[src/rtl/apwh_pkg.sv]
package apwh_pkg;

    // Default longest word; powers and the hash are taken modulo 2^(len+1)-1.
    localparam int MaxWordLenDef = 32;

    localparam int SumW    = 64;
    localparam int PosW    = 8;
    localparam int WordIdW = 33;

    localparam logic [PosW-1:0] AlphaLenRst = 8'd19;

    typedef enum logic [1:0] {
        OP_LOAD  = 2'd0,
        OP_BYTE  = 2'd1,
        OP_EMPTY = 2'd2
    } t_op;

endpackage

[src/rtl/alphabet_polynomial_word_hash_top.sv]
// Polynomial word hash over a loadable alphabet map. Load beats (tuser = 0) write the
// position of one byte value into a 256-entry map; word byte beats (tuser = 1) add
// position * base^index modulo M = 2^(MAX_WORD_LEN+1)-1 to a 64-bit wrapping sum, and the
// beat with tlast set returns sum mod M together with a flag that is set when the word
// had more than MAX_WORD_LEN bytes (the extra bytes are ignored). An empty-word beat
// (tuser = 2) returns 0 and drops any partly hashed word; tuser = 3 is ignored. The base
// is the alphabet length written on the configuration port, 19 after reset, and it may
// only be changed while no word is in flight. The block takes one beat in every cycle
// and each result passes through the registered map read, the multiply-accumulate and
// power update, and the final reduction modulo M. The whole pipeline stalls only while
// a result waits.
module alphabet_polynomial_word_hash_top #(
    parameter int MAX_WORD_LEN = apwh_pkg::MaxWordLenDef
) (
    input  logic        i_clk,
    input  logic        i_rst_n,
    input  logic        i_cfg_we,
    input  logic [7:0]  i_cfg_wdata,
    input  logic        s_axis_tvalid,
    output logic        s_axis_tready,
    input  logic [23:0] s_axis_tdata,   // byte_value[7:0], position[15:8], position_present[16]
    input  logic [1:0]  s_axis_tuser,   // operation[1:0]
    input  logic        s_axis_tlast,   // last_byte
    output logic        m_axis_tvalid,
    input  logic        m_axis_tready,
    output logic [39:0] m_axis_tdata,   // word_id[32:0]
    output logic        m_axis_tuser    // too_long
);

    localparam int PW    = MAX_WORD_LEN + 1;
    localparam int IDXW  = $clog2(MAX_WORD_LEN + 1);
    localparam int PRW   = PW + apwh_pkg::PosW;
    localparam int SUMW  = apwh_pkg::SumW;
    localparam int NCH   = (SUMW + PW - 1) / PW;
    localparam int CSW   = PW + $clog2(NCH) + 1;
    localparam int NFOLD = (CSW - PW) / (PW - 1) + 2;
    localparam logic [PW-1:0] Mod = {PW{1'b1}};

    // Reduction modulo a Mersenne number: add the PW-bit chunks, fold the small carry
    // back in a few times, then one compare and subtract.
    function automatic logic [PW-1:0] mod_m(input logic [SUMW-1:0] v);
        logic [CSW-1:0] s;
        s = '0;
        for (int k = 0; k < NCH; k++) begin
            s = s + CSW'((v >> (k * PW)) & SUMW'(Mod));
        end
        for (int f = 0; f < NFOLD; f++) begin
            s = CSW'(s[PW-1:0]) + (s >> PW);
        end
        if (s >= CSW'(Mod)) begin
            s = s - CSW'(Mod);
        end
        return s[PW-1:0];
    endfunction

    logic                        en;
    logic                        in_acc;
    apwh_pkg::t_op               in_op;

    logic [8:0]                  r_map_mem [256];
    logic [255:0]                r_map_vld;
    logic [7:0]                  r_alpha;

    logic                        r_s1_vld;
    apwh_pkg::t_op               r_s1_op;
    logic                        r_s1_last;
    logic [8:0]                  r_s1_ent;
    logic                        r_s1_hit;

    logic [SUMW-1:0]             r_sum;
    logic [PW-1:0]               r_power;
    logic [IDXW-1:0]             r_idx;
    logic                        r_ovf;

    logic                        r_s2_vld;
    logic [SUMW-1:0]             r_s2_sum;
    logic                        r_s2_ovf;

    logic                        r_out_vld;
    logic [PW-1:0]               r_out_res;
    logic                        r_out_ovf;

    logic                        idx_ok;
    logic                        pos_ok;
    logic [PRW-1:0]              prod_pos;
    logic [PRW-1:0]              prod_base;
    logic [SUMW-1:0]             n_sum;
    logic [PW-1:0]               n_power;
    logic [IDXW-1:0]             n_idx;
    logic [SUMW-1:0]             out_wide;

    assign en            = !r_out_vld || m_axis_tready;
    assign s_axis_tready = en;
    assign in_acc        = s_axis_tvalid && en;
    assign in_op         = apwh_pkg::t_op'(s_axis_tuser);

    // Map: written straight from the input beat, so a byte that follows a load of the
    // same value in the next cycle already sees the new entry.
    always_ff @(posedge i_clk) begin
        if (in_acc && in_op == apwh_pkg::OP_LOAD) begin
            r_map_mem[s_axis_tdata[7:0]] <= {s_axis_tdata[16], s_axis_tdata[15:8]};
        end
        if (in_acc) begin
            r_s1_ent  <= r_map_mem[s_axis_tdata[7:0]];
            r_s1_op   <= in_op;
            r_s1_last <= s_axis_tlast;
        end
    end

    always_ff @(posedge i_clk) begin
        if (!i_rst_n) begin
            r_map_vld <= '0;
            r_alpha   <= apwh_pkg::AlphaLenRst;
            r_s1_vld  <= 1'b0;
            r_s1_hit  <= 1'b0;
        end else begin
            if (i_cfg_we) begin
                r_alpha <= i_cfg_wdata;
            end
            if (in_acc && in_op == apwh_pkg::OP_LOAD) begin
                r_map_vld[s_axis_tdata[7:0]] <= 1'b1;
            end
            if (en) begin
                r_s1_vld <= in_acc &&
                            (in_op == apwh_pkg::OP_BYTE || in_op == apwh_pkg::OP_EMPTY);
            end
            if (in_acc) begin
                r_s1_hit <= r_map_vld[s_axis_tdata[7:0]];
            end
        end
    end

    // Accumulate stage.
    assign idx_ok    = r_idx < IDXW'(MAX_WORD_LEN);
    assign pos_ok    = r_s1_hit && r_s1_ent[8] && idx_ok;
    assign prod_pos  = PRW'(r_power) * PRW'(r_s1_ent[7:0]);
    assign prod_base = PRW'(r_power) * PRW'(r_alpha);
    assign n_sum     = r_sum + (pos_ok ? SUMW'(prod_pos) : SUMW'(0));
    assign n_power   = mod_m(SUMW'(prod_base));
    assign n_idx     = r_idx + IDXW'(1);

    always_ff @(posedge i_clk) begin
        if (!i_rst_n) begin
            r_sum    <= '0;
            r_power  <= PW'(1);
            r_idx    <= '0;
            r_ovf    <= 1'b0;
            r_s2_vld <= 1'b0;
        end else if (en) begin
            r_s2_vld <= r_s1_vld &&
                        (r_s1_op == apwh_pkg::OP_EMPTY ||
                         (r_s1_op == apwh_pkg::OP_BYTE && r_s1_last));
            if (r_s1_vld) begin
                case (r_s1_op)
                    apwh_pkg::OP_EMPTY: begin
                        r_sum    <= '0;
                        r_power  <= PW'(1);
                        r_idx    <= '0;
                        r_ovf    <= 1'b0;
                    end
                    apwh_pkg::OP_BYTE: begin
                        if (r_s1_last) begin
                            r_sum    <= '0;
                            r_power  <= PW'(1);
                            r_idx    <= '0;
                            r_ovf    <= 1'b0;
                        end else if (idx_ok) begin
                            r_sum   <= n_sum;
                            r_power <= n_power;
                            r_idx   <= n_idx;
                        end else begin
                            r_ovf <= 1'b1;
                        end
                    end
                    default: begin
                    end
                endcase
            end
        end
    end

    always_ff @(posedge i_clk) begin
        if (en && r_s1_vld) begin
            if (r_s1_op == apwh_pkg::OP_BYTE) begin
                r_s2_sum <= n_sum;
                r_s2_ovf <= r_ovf || !idx_ok;
            end else begin
                r_s2_sum <= '0;
                r_s2_ovf <= 1'b0;
            end
        end
    end

    // Final reduction and output register.
    always_ff @(posedge i_clk) begin
        if (!i_rst_n) begin
            r_out_vld <= 1'b0;
        end else if (en) begin
            r_out_vld <= r_s2_vld;
        end
    end

    always_ff @(posedge i_clk) begin
        if (en && r_s2_vld) begin
            r_out_res <= mod_m(r_s2_sum);
            r_out_ovf <= r_s2_ovf;
        end
    end

    assign out_wide      = SUMW'(r_out_res);
    assign m_axis_tvalid = r_out_vld;
    assign m_axis_tdata  = {7'd0, out_wide[apwh_pkg::WordIdW-1:0]};
    assign m_axis_tuser  = r_out_ovf;

    a_idx_bound: assert property (@(posedge i_clk) disable iff (!i_rst_n)
        r_idx <= IDXW'(MAX_WORD_LEN))
        else $error("byte index ran past the longest word");

    a_power_reduced: assert property (@(posedge i_clk) disable iff (!i_rst_n)
        r_power < Mod)
        else $error("running power not reduced modulo M");

    a_result_reduced: assert property (@(posedge i_clk) disable iff (!i_rst_n)
        r_out_vld |-> r_out_res < Mod)
        else $error("result not reduced modulo M");

    a_overflow_word: assert property (@(posedge i_clk) disable iff (!i_rst_n)
        r_ovf |-> r_idx == IDXW'(MAX_WORD_LEN))
        else $error("overflow flagged before the word reached its length limit");

endmodule

[config.mk]
export PLATFORM = sky130hd
export DESIGN_NAME = alphabet_polynomial_word_hash_top
export DESIGN_NICKNAME = d
export VERILOG_FILES = /design/src/rtl/apwh_pkg.sv /design/src/rtl/alphabet_polynomial_word_hash_top.sv
export SDC_FILE = /design/constraint.sdc
export NUM_CORES = 2
export LEC_CHECK = 0
export BUFFER_PORTS_ARGS = -buffer_cell sky130_fd_sc_hd__buf_2
export CAP_MARGIN = 30
export CORE_UTILIZATION = 45
export DETAILED_ROUTE_END_ITERATION = 16
export PLACE_DENSITY = 0.61
export SKIP_CTS_REPAIR_TIMING = 1
export SLEW_MARGIN = 20
export SYNTH_ARGS = -nofsm -noshare
export SYNTH_HDL_FRONTEND = slang
export SYNTH_SLANG_ARGS = --single-unit
[constraint.sdc]
create_clock -name i_clk -period 19.8 [get_ports i_clk]
set_clock_uncertainty 0.15 [all_clocks]
set_input_delay 1.98 -clock i_clk [delete_from_list [all_inputs] [get_ports i_clk]]
set_output_delay 1.98 -clock i_clk [all_outputs]
set_load 0.05 [all_outputs]
==> reports/metrics.csv <==
stage,metric,value,unit
run_status,status,"complete, no violations",
routing,wl_per_cell,25.7,µm
final_layout,fill_cells,23700,
routing,first_pass_iters,5,
grt,grt_max_degree,182,
worst_setup_path,crit_path_start_kind,flip-flop,
cts,clockRootBuffer,clkbuf_16,
sta,slew_headroom,0.319,
grt,grt_pass1_wl,486000,µm
sta,slew_viol_final,0,
cts,numCtsBuffers,299,
routing,drc,0,
synthesis,synth_warnings,0,
synthesis,yosysMostFrequentCell,edfxtp_1,
synthesis,yosys.area.top_type,edfxtp_1,
floorplan,coreArea,0.289,mm²
cts,htree_levels,5,
flow_run,max_cap_viol_count,0,
floorplan,ioPinCount,83,
grt,grt_pass1_vias,74400,
final_layout,final_area,0.147,mm²
sta,clock.fmax,55.8,MHz
final_layout,areaGrowthSynthToFinish,11.9,%
floorplan,dieArea,0.294,mm²
placed_design,place_ws,2.21,ns
floorplan,fp.dieH,542,µm
worst_setup_path,critPathKind,reg2reg,
routing,dr_total_vias,73500,
grt,antenna_found_initial,12,
worst_setup_path,end_kind,flip-flop,
cts,path_clk_slew,0.06,ns
cts,cts_buffer_depth,4,
grt,grt.total_usage,0.221,
sta,tightestPinTransition,1.02,ns
placed_design,numPortBuffers,68,
worst_hold_path,hold_class,reg2reg,
worst_setup_path,required,20.32,ns
sta,setup_ws,1.88,ns
synthesis,synth_edf_count,2415,
cts,clock_sinks,2787,
sta,rsz0062_at_grt,false,
floorplan,dieWidth,542,µm
sta,period_needed,17.92,ns
synthesis,synth-seq-area-share,0.609,
synthesis,synth_area_leaders,"edfxtp_1, mux4_2, fa_1, dfxtp_1, ha_1",
synthesis,synth_commonest_cells,"edfxtp_1, mux4_2, nor2_1, nand2_1, inv_1",
final_layout,multi_input_comb_area,0.0482,mm²
placed_design,hpwl,209000,µm
cts,clock_latency,0.87,ns
cts,cts_tree,done,
floorplan,start_util,0.454,
placed_design,dp_cells,12000,
routing,ant_nets,0,
synthesis,syn_area_per_cell,15.9,µm²
placed_design,place_area,0.137,mm²
synthesis,ys_seq_elements,2787,
sta,tns,0,ns
power,finalPower,12.5,mW
worst_setup_path,slowest_delay,0.90,ns
final_layout,fin_cells,12600,
power,power_leakage,49.7,nW
sta,setup_viol,0,
sta,hold_violations,0,
worst_setup_path,cp_max_fo,19,
routing,drt-total-wl,325000,µm
grt,overflow,0,
routing,drt_iter0_markers,6706,
synthesis,synth_async_sr_flop_share,0,
power,ir_worst_vdd,78.8,µV
power,p_per_area,84.8,mW/mm²
routing,viasPerCell,5.82,
floorplan,fp-row-count,197,
worst_setup_path,cpMostUsedCell,a21oi_1,
synthesis,syn-cell-area,0.131,mm²
sta,fin_crit_sh,0.905,
worst_setup_path,arrival,18.44,ns
final_layout,finalNetCount,9123,
synthesis,synth_top_cell_area_share,0.552,
final_layout,drive_above_1_share,0.195,
final_layout,regArea,0.0800,mm²
synthesis,post_synth_num_cell_types,109,
final_layout,fin_util,0.508,
synthesis,synth_ff_type,edfxtp_1,
worst_setup_path,crit_slowest_cell,dfxtp_1,
placed_design,gp_congestion,0.865,
sta,whs,0.269,ns
synthesis,synth_cells,8263,
## critical path, delay by kind of cell, from the launching register on
| kind | cells | cell delay (ns) |
|---|---|---|
| buffers and inverters | 3 | 0.17 |
| DFF | 1 | 0.90 |
| AOI/OAI and AO/OA | 23 | 6.39 |
| xor gates and xnor gates | 1 | 0.13 |
| and+or+nand+nor | 21 | 6.66 |
| adders and majority gates | 8 | 3.35 |
## where the power goes
| group | total, mW | switching, mW | internal, mW |
|---|---|---|---|
| clock | 5.39 | 2.29 | 3.11 |
| combinational | 0.667 | 0.431 | 0.237 |
| sequential | 6.40 | 0.0113 | 6.39 |
## layout make-up
type,instances,share of cell area
Sequential cell,2787,0.544
Inverter,403,0.0103
Tap cell,3880,0.0330
Multi-Input combinational cell,4638,0.328
Antenna cell,4,0.0000681
Timing Repair Buffer,365,0.0204
Clock buffer,416,0.0563
Clock inverter,128,0.00777
## cell usage in the layout, fill, tap and decap left out, drive strengths merged, types with 110 or more instances in the layout
cell,count
nor2,520
and2,344
o21a,281
a21oi,150
dfxtp,372
ha,214
clkbuf,426
xnor2,163
xor2,110
fa,375
inv,413
edfxtp,2415
o21ai,135
mux4,825
buf,355
nand2,466
## logic make-up (layout without fill, tap and decap cells)
family                     after synthesis  count (layout)  synth area share
buffers and inverters                  844            1312            0.0246
other                                    1              11         0.0000286
xor gates and xnor gates               273             273            0.0183
DFF                                   2787            2787             0.609
adders and majority gates              589             589            0.0776
and+or+nand+nor                       1909            1909            0.0723
AOI/OAI and AO/OA                      998             998            0.0537
muxes                                  862             862             0.144
## final timing paths
path                           start                       end  slack [ns]  cells after the start
max          r_power[0]$_SDFFE_PN1P_  r_power[17]$_SDFFE_PN0P_        1.88                     56
min           r_s2_ovf$_SDFFCE_PN0P_    m_axis_tuser$_DFFE_PP_        0.27                      0
max reg2reg  r_power[0]$_SDFFE_PN1P_  r_power[17]$_SDFFE_PN0P_        1.88                     56
min reg2reg   r_s2_ovf$_SDFFCE_PN0P_    m_axis_tuser$_DFFE_PP_        0.27                      0
## sequential cells by signal, summed over array words and instances, names as in the netlist, 2 cells and up
name / count
r_power: 33
r_s1_ent: 9
r_s1_op: 2
r_sum: 64
r_out_res: 33
r_s2_sum: 64
r_map_vld: 256
r_alpha: 8
r_idx: 6
r_map_mem: 2304
## per-layer routing
layer | track usage | vias to the layer above | routed length, µm
met1 | 0.307 | 38700 | 137000
met5 | 0 | - | 52
met3 | 0.0296 | 494 | 19000
met4 | 0.0664 | 8 | 9950
li1 | - | 32000 | -
met2 | 0.364 | 2227 | 159000
Power figures use the tool's default switching activity.
